`src/rtl/core/rhc_pkg.sv`:
```
package rhc_pkg;

  localparam int unsigned ChanW   = 8;
  localparam int unsigned SumW    = 9;
  localparam int unsigned HueW    = 15;
  localparam int unsigned NumW    = 20;
  localparam int unsigned QuoW    = 12;
  localparam int unsigned HueSpan = 3840;
  localparam int unsigned HueSect = 7680;
  localparam int unsigned HueFull = 23040;
  localparam int unsigned ChanMax = 255;

  typedef enum logic [1:0] {
    SECT_RED   = 2'd0,
    SECT_GREEN = 2'd1,
    SECT_BLUE  = 2'd2
  } sector_e;

  typedef struct packed {
    logic              valid;
    logic              achrom;
    logic              neg;
    sector_e           sector;
    logic [SumW-1:0]   lsum;
    logic [NumW-1:0]   num_h;
    logic [ChanW-1:0]  den_h;
    logic [QuoW-1:0]   quo_h;
    logic [NumW-1:0]   num_s;
    logic [SumW-1:0]   den_s;
    logic [QuoW-1:0]   quo_s;
  } stage_t;

endpackage

```
`src/rtl/core/rhc_in_if.sv`:
```
interface rhc_in_if;
  logic       valid;
  logic       ready;
  logic [7:0] red;
  logic [7:0] green;
  logic [7:0] blue;

  modport source (output valid, output red, output green, output blue, input ready);
  modport sink (input valid, input red, input green, input blue, output ready);
endinterface

```
`src/rtl/core/rhc_out_if.sv`:
```
interface rhc_out_if;
  logic        valid;
  logic        ready;
  logic [14:0] hue;
  logic [7:0]  saturation;
  logic [8:0]  lightness_sum;

  modport source (output valid, output hue, output saturation, output lightness_sum,
                  input ready);
  modport sink (input valid, input hue, input saturation, input lightness_sum,
                output ready);
endinterface

```
`src/rtl/core/rgb_to_hsl_converter_unit.sv`:
```
// RGB to HSL converter: accepts one 8-bit RGB pixel per clock unless stalled and returns hue
// (1/64 degree), saturation (scaled by 255) and max+min. A front cell finds max, min and
// sector, a chain of twelve identical restoring-division cells each resolves one quotient
// bit for hue and saturation, and an output register closes the pipeline.
// The whole pipeline advances together; it stalls only when the output register is full
// and not taken.
module rgb_to_hsl_converter_unit (
  input  logic clk_i,
  input  logic rst_ni,
  rhc_in_if.sink    in_i,
  rhc_out_if.source out_o
);
  import rhc_pkg::*;

  logic              en;
  stage_t            st [QuoW+1];
  logic              valid_q;
  logic [HueW-1:0]   hue_d, hue_q;
  logic [ChanW-1:0]  sat_d, sat_q;
  logic [SumW-1:0]   lsum_q;
  logic signed [HueW+1:0] off, hs;

  assign en       = !valid_q || out_o.ready;
  assign in_i.ready = en;

  rhc_front u_front (
    .clk_i   (clk_i),
    .rst_ni  (rst_ni),
    .en_i    (en),
    .valid_i (in_i.valid),
    .red_i   (in_i.red),
    .green_i (in_i.green),
    .blue_i  (in_i.blue),
    .stage_o (st[0])
  );

  for (genvar k = 0; k < QuoW; k++) begin : g_cell
    rhc_div_cell #(.Bit(QuoW - 1 - k)) u_cell (
      .clk_i   (clk_i),
      .rst_ni  (rst_ni),
      .en_i    (en),
      .stage_i (st[k]),
      .stage_o (st[k+1])
    );
  end

  always_comb begin
    case (st[QuoW].sector)
      SECT_GREEN: off = (HueW+2)'(HueSect);
      SECT_BLUE:  off = (HueW+2)'(2 * HueSect);
      default:    off = '0;
    endcase
    if (st[QuoW].neg) hs = off - $signed({5'b0, st[QuoW].quo_h});
    else              hs = off + $signed({5'b0, st[QuoW].quo_h});
    if (hs < 0) hs = hs + (HueW+2)'(HueFull);
    hue_d = st[QuoW].achrom ? '0 : hs[HueW-1:0];
    sat_d = st[QuoW].achrom ? '0 : st[QuoW].quo_s[ChanW-1:0];
  end

  always_ff @(posedge clk_i or negedge rst_ni) begin
    if (!rst_ni) begin
      valid_q <= 1'b0;
    end else if (en) begin
      valid_q <= st[QuoW].valid;
    end
  end

  always_ff @(posedge clk_i) begin
    if (en) begin
      hue_q  <= hue_d;
      sat_q  <= sat_d;
      lsum_q <= st[QuoW].lsum;
    end
  end

  assign out_o.valid         = valid_q;
  assign out_o.hue           = hue_q;
  assign out_o.saturation    = sat_q;
  assign out_o.lightness_sum = lsum_q;

`ifndef SYNTHESIS
  a_ready_when_empty: assert property (@(posedge clk_i) disable iff (!rst_ni)
    !valid_q |-> in_i.ready)
    else $error("input stalled with empty output");
  a_hue_range: assert property (@(posedge clk_i) disable iff (!rst_ni)
    valid_q |-> hue_q < HueW'(HueFull))
    else $error("hue out of range");
  a_hold_on_stall: assert property (@(posedge clk_i) disable iff (!rst_ni)
    valid_q && !out_o.ready |=> valid_q && $stable(hue_q) && $stable(sat_q))
    else $error("result changed under stall");
  a_achrom_zero: assert property (@(posedge clk_i) disable iff (!rst_ni)
    en && st[QuoW].valid && st[QuoW].achrom |=> sat_q == '0 && hue_q == '0)
    else $error("achromatic pixel with nonzero hue or saturation");
`endif
endmodule

```
`src/rtl/core/rhc_front.sv`:
```
module rhc_front (
  input  logic                  clk_i,
  input  logic                  rst_ni,
  input  logic                  en_i,
  input  logic                  valid_i,
  input  logic [7:0]            red_i,
  input  logic [7:0]            green_i,
  input  logic [7:0]            blue_i,
  output rhc_pkg::stage_t       stage_o
);
  import rhc_pkg::*;

  logic [ChanW-1:0] mx, mn, delta, absd;
  logic [SumW-1:0]  sum, den;
  logic signed [SumW:0] diff;
  logic [NumW-1:0]  mag;
  sector_e          sect;
  stage_t           stage_d, stage_q;

  always_comb begin
    mx = red_i;
    mn = red_i;
    if (green_i > mx) mx = green_i;
    if (blue_i > mx) mx = blue_i;
    if (green_i < mn) mn = green_i;
    if (blue_i < mn) mn = blue_i;
    sum   = {1'b0, mx} + {1'b0, mn};
    delta = mx - mn;
    den   = (sum <= SumW'(ChanMax)) ? sum : SumW'(2 * ChanMax) - sum;
    if (red_i == mx) begin
      sect = SECT_RED;
      diff = $signed({2'b00, green_i}) - $signed({2'b00, blue_i});
    end else if (green_i == mx) begin
      sect = SECT_GREEN;
      diff = $signed({2'b00, blue_i}) - $signed({2'b00, red_i});
    end else begin
      sect = SECT_BLUE;
      diff = $signed({2'b00, red_i}) - $signed({2'b00, green_i});
    end
    absd = diff[SumW] ? ChanW'(-diff) : ChanW'(diff);
    mag  = NumW'(HueSpan) * NumW'(absd);

    stage_d.valid  = valid_i;
    stage_d.achrom = (delta == '0);
    stage_d.neg    = diff[SumW];
    stage_d.sector = sect;
    stage_d.lsum   = sum;
    stage_d.num_h  = diff[SumW] ? mag + NumW'(delta) - NumW'(1) : mag;
    stage_d.den_h  = (delta == '0) ? ChanW'(1) : delta;
    stage_d.quo_h  = '0;
    stage_d.num_s  = NumW'(ChanMax) * NumW'(delta);
    stage_d.den_s  = (delta == '0) ? SumW'(1) : den;
    stage_d.quo_s  = '0;
  end

  always_ff @(posedge clk_i or negedge rst_ni) begin
    if (!rst_ni) begin
      stage_q <= '0;
    end else if (en_i) begin
      stage_q <= stage_d;
    end
  end

  assign stage_o = stage_q;
endmodule

```
`src/rtl/core/rhc_div_cell.sv`:
```
module rhc_div_cell #(
  parameter int unsigned Bit = 0
) (
  input  logic            clk_i,
  input  logic            rst_ni,
  input  logic            en_i,
  input  rhc_pkg::stage_t stage_i,
  output rhc_pkg::stage_t stage_o
);
  import rhc_pkg::*;

  logic [NumW:0] sh_h, sh_s;
  stage_t        stage_d, stage_q;

  always_comb begin
    sh_h = (NumW+1)'(stage_i.den_h) << Bit;
    sh_s = (NumW+1)'(stage_i.den_s) << Bit;
    stage_d = stage_i;
    if ({1'b0, stage_i.num_h} >= sh_h) begin
      stage_d.num_h      = stage_i.num_h - sh_h[NumW-1:0];
      stage_d.quo_h[Bit] = 1'b1;
    end
    if ({1'b0, stage_i.num_s} >= sh_s) begin
      stage_d.num_s      = stage_i.num_s - sh_s[NumW-1:0];
      stage_d.quo_s[Bit] = 1'b1;
    end
  end

  always_ff @(posedge clk_i or negedge rst_ni) begin
    if (!rst_ni) begin
      stage_q <= '0;
    end else if (en_i) begin
      stage_q <= stage_d;
    end
  end

  assign stage_o = stage_q;
endmodule
```
`src/flat_wrapper.sv`:
```
// flat-port wrapper written by rule: the top's interface ports become plain ports
module rgb_to_hsl_converter_unit_flat import rhc_pkg::*;
  (clk_i, rst_ni, in_i_valid, in_i_red, in_i_green, in_i_blue, in_i_ready, out_o_valid, out_o_hue, out_o_saturation, out_o_lightness_sum, out_o_ready);
  rhc_in_if in_i_i ();
  rhc_out_if out_o_i ();
  input  logic clk_i;
  input  logic rst_ni;
  input wire logic [$bits(in_i_i.valid)-1:0] in_i_valid;
  input wire logic [$bits(in_i_i.red)-1:0] in_i_red;
  input wire logic [$bits(in_i_i.green)-1:0] in_i_green;
  input wire logic [$bits(in_i_i.blue)-1:0] in_i_blue;
  output wire logic [$bits(in_i_i.ready)-1:0] in_i_ready;
  output wire logic [$bits(out_o_i.valid)-1:0] out_o_valid;
  output wire logic [$bits(out_o_i.hue)-1:0] out_o_hue;
  output wire logic [$bits(out_o_i.saturation)-1:0] out_o_saturation;
  output wire logic [$bits(out_o_i.lightness_sum)-1:0] out_o_lightness_sum;
  input wire logic [$bits(out_o_i.ready)-1:0] out_o_ready;
  assign in_i_i.valid = in_i_valid;
  assign in_i_i.red = in_i_red;
  assign in_i_i.green = in_i_green;
  assign in_i_i.blue = in_i_blue;
  assign in_i_ready = in_i_i.ready;
  assign out_o_valid = out_o_i.valid;
  assign out_o_hue = out_o_i.hue;
  assign out_o_saturation = out_o_i.saturation;
  assign out_o_lightness_sum = out_o_i.lightness_sum;
  assign out_o_i.ready = out_o_ready;
  rgb_to_hsl_converter_unit u_core (.clk_i(clk_i), .rst_ni(rst_ni), .in_i(in_i_i), .out_o(out_o_i));
endmodule
```
`config.mk`:
```
export PLATFORM = sky130hd
export DESIGN_NAME = rgb_to_hsl_converter_unit_flat
export DESIGN_NICKNAME = d
export VERILOG_FILES = /design/src/rtl/core/rhc_pkg.sv /design/src/rtl/core/rhc_in_if.sv /design/src/rtl/core/rhc_out_if.sv /design/src/rtl/core/rgb_to_hsl_converter_unit.sv /design/src/rtl/core/rhc_front.sv /design/src/rtl/core/rhc_div_cell.sv /design/src/flat_wrapper.sv
export SDC_FILE = /design/constraint.sdc
export NUM_CORES = 2
export LEC_CHECK = 0
export ABC_AREA = 1
export BUFFER_PORTS_ARGS = -buffer_cell sky130_fd_sc_hd__buf_2
export CORE_ASPECT_RATIO = 1.75
export CORE_MARGIN = 4
export CORE_UTILIZATION = 55
export DETAILED_ROUTE_END_ITERATION = 7
export PLACE_DENSITY_LB_ADDON = 0.15
export SLEW_MARGIN = 10
export SYNTH_ARGS = -nofsm -noshare
export SYNTH_HDL_FRONTEND = slang
export SYNTH_SLANG_ARGS = --single-unit
```
`constraint.sdc`:
```
create_clock -name clk_i -period 4 [get_ports clk_i]
set_clock_uncertainty 0.05 [all_clocks]
set_input_delay 0.4 -clock clk_i [delete_from_list [all_inputs] [get_ports clk_i]]
set_output_delay 0.4 -clock clk_i [all_outputs]
set_load 0.01 [all_outputs]
```
Yosys cells after proc, flatten, opt, wreduce, memory -nomap -nowiden:

Cells that the tools add are included.

* add/subtract/negate cells: 34
* multiply operators: 2
* magnitude comparators: 30
* eq/ne operators: 4
* multiplexer cells: 58
* reduce and logical (&&, ||, !) cells: 3

Operators by type and width (count)
* 20-bit 2-to-1 mux: 23
* 8-bit 2-to-1 mux: 6
* 20-bit by 10-bit >= comparator with 1-bit output: 2
* 20-bit by 11-bit >= comparator with 1-bit output: 2
* 20-bit by 12-bit >= comparator with 1-bit output: 2
* 20-bit by 13-bit >= comparator with 1-bit output: 2
* 20-bit by 14-bit >= comparator with 1-bit output: 2
* 20-bit by 15-bit >= comparator with 1-bit output: 2
* 20-bit by 16-bit >= comparator with 1-bit output: 2
* 20-bit by 17-bit >= comparator with 1-bit output: 2
* 20-bit by 18-bit >= comparator with 1-bit output: 2
* 20-bit by 19-bit >= comparator with 1-bit output: 2
* 20-bit by 9-bit >= comparator with 1-bit output: 2
* 20-bit by 10-bit subtractor with 20-bit output: 2
* 20-bit by 11-bit subtractor with 20-bit output: 2
* 20-bit by 12-bit subtractor with 20-bit output: 2
* 20-bit by 13-bit subtractor with 20-bit output: 2
* 20-bit by 14-bit subtractor with 20-bit output: 2
* 20-bit by 15-bit subtractor with 20-bit output: 2
* 20-bit by 16-bit subtractor with 20-bit output: 2
* 20-bit by 17-bit subtractor with 20-bit output: 2
* 20-bit by 18-bit subtractor with 20-bit output: 2
* 20-bit by 19-bit subtractor with 20-bit output: 2
* 14-bit one-hot mux with 2 select lines: 1
* 32 further kinds: 59

* register bits after elaboration: 1009
* input bits: 28
* output and inout port bits: 34
* logic and storage cells: 268

Logic depth before layout (Yosys ltp):

* depth in word-level cells: 13
* depth in mapped cells: 60

By module:

From an unflattened synthesis, not the netlist that was laid out.

* cells, all modules: 10383
* area total of the unflattened synthesis: 75259.7 µm²

Modules (own cells, without submodules)
* rhc_front: instances 1, cells each 1173, area an instance 8672.1 µm², sequential area each 1626.6 µm²
* rhc_div_cell at u_core.g_cell[9].u_cell: instances 1, cells each 824, area an instance 5679.2 µm², sequential area each 2377.3 µm²
* rhc_div_cell at u_core.g_cell[10].u_cell: instances 1, cells each 830, area an instance 5664.2 µm², sequential area each 2377.3 µm²
* rhc_div_cell at u_core.g_cell[11].u_cell: instances 1, cells each 810, area an instance 5615.4 µm², sequential area each 2377.3 µm²
* rhc_div_cell at u_core.g_cell[7].u_cell: instances 1, cells each 762, area an instance 5546.6 µm², sequential area each 2377.3 µm²
* rhc_div_cell at u_core.g_cell[8].u_cell: instances 1, cells each 768, area an instance 5539.1 µm², sequential area each 2377.3 µm²
* rhc_div_cell at u_core.g_cell[6].u_cell: instances 1, cells each 779, area an instance 5517.8 µm², sequential area each 2377.3 µm²
* rhc_div_cell at u_core.g_cell[5].u_cell: instances 1, cells each 760, area an instance 5353.9 µm², sequential area each 2377.3 µm²
* rhc_div_cell at u_core.g_cell[4].u_cell: instances 1, cells each 734, area an instance 5330.1 µm², sequential area each 2377.3 µm²
* rhc_div_cell at u_core.g_cell[3].u_cell: instances 1, cells each 713, area an instance 5227.5 µm², sequential area each 2377.3 µm²
* rhc_div_cell at u_core.g_cell[2].u_cell: instances 1, cells each 697, area an instance 5162.5 µm², sequential area each 2377.3 µm²
* rhc_div_cell at u_core.g_cell[1].u_cell: instances 1, cells each 685, area an instance 5143.7 µm², sequential area each 2377.3 µm²
* rhc_div_cell at u_core.g_cell[0].u_cell: instances 1, cells each 638, area an instance 4908.5 µm², sequential area each 2377.3 µm²
* rgb_to_hsl_converter_unit: instances 1, cells each 210, area an instance 1899.3 µm², sequential area each 985.9 µm²

Least setup slack after synthesis:

Ideal clock, no wire load.

* kind: input to register
* start: input in_i_green[7]
* end: register u_core.u_front.stage_q, in the netlist u_core.u_front.stage_o[36]
* data arrival time: 8.649 ns
* data required time: 3.827 ns
* setup slack: -4.822 ns
* stages: 49
* cell sequence: inv_1 > ha_1 > inv_2 > nor2_4 > inv_1 > o31ai_1 > clkbuf_1 > nand2_1 > o21ai_0 > inv_1 > ha_1 > nand2_1 > nor2_1 > a211oi_1 > nand2_1 > inv_1 > clkbuf_1 > nand2_1 > [13 not listed] > fa_1 > fa_1 > inv_1 > fa_1 > ha_1 > nand2_1 > o21ai_0 > inv_1 > o21ai_0 > nand3_1 > nand2_1 > nand2_1 > inv_1 > nor2_1 > nor2_1 > nor2_1 > o21ai_0 > nand2_1

* cells in the longest elaborated chain, start to end: 6
* elaborated cells between the ends (all ways): 10
* classes of those cells: 1 x add/sub; 1 x mul; 4 x order compare; 4 x mux

RTL lines
* from (decl): RTL line flat_wrapper.sv:10 `input wire logic [$bits(in_i_i.green)-1:0] in_i_green;`
* 8-bit greater-than comparator or 8-bit less-than comparator (tied branches): RTL line rhc_front.sv:23, rhc_front.sv:25
* 8-bit 2-to-1 mux, on equally long branches: RTL line rhc_front.sv:23, rhc_front.sv:25
* 8-bit greater-than comparator or 8-bit less-than comparator (tied branches): RTL line rhc_front.sv:24, rhc_front.sv:26
* 8-bit 2-to-1 mux, on equally long branches: RTL line rhc_front.sv:24, rhc_front.sv:26
* 8-bit subtractor *: RTL line rhc_front.sv:28 `delta = mx - mn;`
* 8-bit by 8-bit multiplier with 16-bit output *: RTL line rhc_front.sv:51 `stage_d.num_s = NumW'(ChanMax) * NumW'(delta);`
* to (signal assigned): RTL line rhc_front.sv:60 `stage_q <= stage_d;`
* to (decl): RTL line rhc_front.sv:18 `stage_t stage_d, stage_q;`

Every way passes the cells marked *; elsewhere a longest branch is shown, timed or not.
A chain may end at the register's enable or synchronous reset.

Worst setup path after layout:

* start: input in_i_green[4]
* end: register u_core.u_front.stage_q, in the netlist u_core.u_front.stage_o[36]

Same word-level chain as after synthesis.

==> reports/results.ini <==
[status]
status = finished with violations
violations = negative setup slack

[grt]
grtUsageTotal = 0.255
grt_pass1_vias = 45089
grt_max_degree = 258
overflow = 0
antenna_found_initial = 0
grt_pass1_wl_um = 218000

[yosys]
ys_ff_latch = 985
yosys_warnings = 0
synth.distinct_cells = 73
synthSimpleGateAreaFrac = 0.199
post_synth.cell_area_avg_um2 = 8.25
yosys-mux-area-fraction = 0.000184
synth-compound-area-share = 0.137
synth_top_family_by_area = simple AND/OR/NAND/NOR gates
synth_edf_count = 32
synthCells = 6598
synth.cell_area_um2 = 54400
synth_xor_area_frac = 0.0365
syn_nets = 7016
ys.flop_type = dfrtp_1
synth-seq-area-share = 0.456
async_flop_share = 0.968
synthAdderAreaFrac = 0.0978

[clock_tree]
h-tree-depth = 3
cts_buffer_depth = 3
path_clk_slew_ns = 0.07
cts_sinks = 985
cts-root-buf = clkbuf_16
cts_tree = done
insertion_delay_ns = 0.69
cts_buffers = 92

[detailed_routing]
drt_iter0_markers = 2300
vias = 44258
wl_um = 133000
viasPerCell = 5.28
detail-route-antenna-nets = 0
drc_errors = 0
firstDrtPassIters = 5
wire_per_inst_um = 15.9

[floorplan]
coreArea_um2 = 98100
rows = 152
die_height_um = 424
start_util = 0.555
io_pins = 62
die_area_um2 = 104000
die_x_um = 246

[critical_path]
r2r_slack_ns = 0.47
reg2reg_to = u_core.g_cell[10].u_cell.stage_o[79]
worst_path_largest_cell_delay_ns = 0.55
critPathLaunchType = primary input
endpoint_kind = flop
critPathTopFamily = adder cells
slowest_stage = fa_1
critPathArrivalTime_ns = 7.89
crit_buf_inv = 12
worstPathRequired_ns = 4.50
crit_fanout = 8
path_class = primary input to flop
ff2ff_path_depth = 19
r2r-start = u_core.g_cell[9].u_cell.stage_o[64]

[layout]
nFillCells = 8387
n_antenna_cell = 0
fin_cells = 8388
stdcell_area_um2 = 64400
area_growth_pct = 18.4
drive_gt1_frac = 0.150
final_cell_mix = nand2_1, dfrtp_1, inv_1
final_common_cell = nand2_1
nets = 7424

[sta]
period_share = 1.85
fin_hold_ws_ns = 0.207
hold_viol = 0
worstMarginPinSlew_ns = 1.12
setup_slack_ns = -3.39
relSlewSlack = 0.255
fmax_ghz = 0.135
grt_setup_unrepaired = true
finalCriticalPeriod_ns = 7.39
drv_slew = 0
setup_violations = 54

[flow_run]
cap_violations = 0

[place]
placedCellCount = 8137
dpl.hpwl_um = 98300
pre_cts_ws_ns = -4.49
portBuffers = 61
gp_congestion = 0.962
place_area_um2 = 59000

[min_path]
min_path_type = primary input to asynchronous set/reset pin

==> through the flow <==
| stage | setup TNS (ns) | utilization |
|---|---|---|
| after floorplan | -86.81 | - |
| after global placement | -140.66 | 0.602 |
| after detailed placement | -145.94 | 0.602 |
| after CTS | -83.90 | 0.644 |
| after global routing | -104.28 | 0.657 |
| final | -87.83 | 0.657 |
==> worst max path at each step <==
stage / slack [ns] / end / startpoint / cells past startpoint
final: -3.39 / u_core.u_front.stage_o[36] / in_i_green[4] / 53
after global routing: -3.84 / u_core.u_front.stage_o[36] / in_i_green[6] / 52
after CTS: -3.39 / u_core.u_front.stage_o[36] / in_i_green[6] / 52
after detailed placement: -4.49 / u_core.u_front.stage_o[35] / in_i_green[1] / 43
after global placement: -4.46 / u_core.u_front.stage_o[36] / in_i_green[1] / 45
after floorplan: -3.78 / u_core.u_front.stage_o[36] / in_i_green[1] / 52
==> sequential cells by signal, summed over array words and instances (netlist names) <==
register	cells
u_core.out_o.saturation	8
u_core.u_front.stage_o	65
u_core.g_cell.u_cell.stage_o	887
u_core.out_o.valid	1
u_core.out_o.hue	15
u_core.out_o.lightness_sum	9
==> layout make-up <==
type                            count  area (µm²)  share of cell area
Tap cell                         1309        1640              0.0254
Clock inverter                     44         518             0.00804
Inverter                          826        3150              0.0489
Clock buffer                      123        2560              0.0397
Sequential cell                   985       24800               0.385
Multi-Input combinational cell   4560       27300               0.424
Timing Repair Buffer              541        4460              0.0693
==> synthesized netlist by cell type, drive strengths merged, types with 7 or more instances <==
library cell  instances  share of area
a211oi               17         0.0023
a21o                  7        0.00097
a21oi               302          0.028
a31oi                25         0.0029
buf                  16         0.0020
clkbuf              212          0.015
dfrtp               953           0.44
edfxtp               32          0.018
fa                   59          0.022
ha                  331          0.076
inv                 820          0.057
nand2              1841           0.13
nand3               217          0.021
nand3b               14         0.0020
nand4                60         0.0076
nor2                339          0.024
nor3                 73         0.0069
nor4                 37         0.0043
o211ai               59         0.0081
o21a                  7        0.00097
o21ai               751          0.069
o21bai               23         0.0032
o221ai               52         0.0084
o22ai                31         0.0036
o311ai                8         0.0013
o31ai                17         0.0023
or2                  19         0.0022
xnor2                66          0.011
xor2                160          0.026
==> layer usage <==
metal / vias up / part of all wire / global-route usage
met3: 349 / 0.023 / 0.0291
met4: 0 / 0.062 / 0.134
met2: 622 / 0.55 / 0.501
met1: 20881 / 0.36 / 0.259
li1: 22406 / - / -
met5: - / 0 / 0
==> what timing repair did <==
action / in CTS / in global routing
setup buffers: 47 / 40
hold buffers: 2 / 0
cloned: 4 / 0
hold endpoints to repair: 78 / 0
resized for setup: 142 / 246
endpoints found under the setup margin: 59 / 61
pin swaps: 83 / 114
==> logic make-up (layout without fill, tap and decap cells) <==
logic type,count (synthesis),after routing
buf+inv,1054,1534
xor+xnor,226,226
fa+ha+maj,390,390
mux,1,1
flops,985,985
compound gates,1331,1332
simple gates,2611,2611
Power is left out: the tool's default activity adds up to more than one toggle a clock period on the data nets, which glitch-free logic cannot reach.
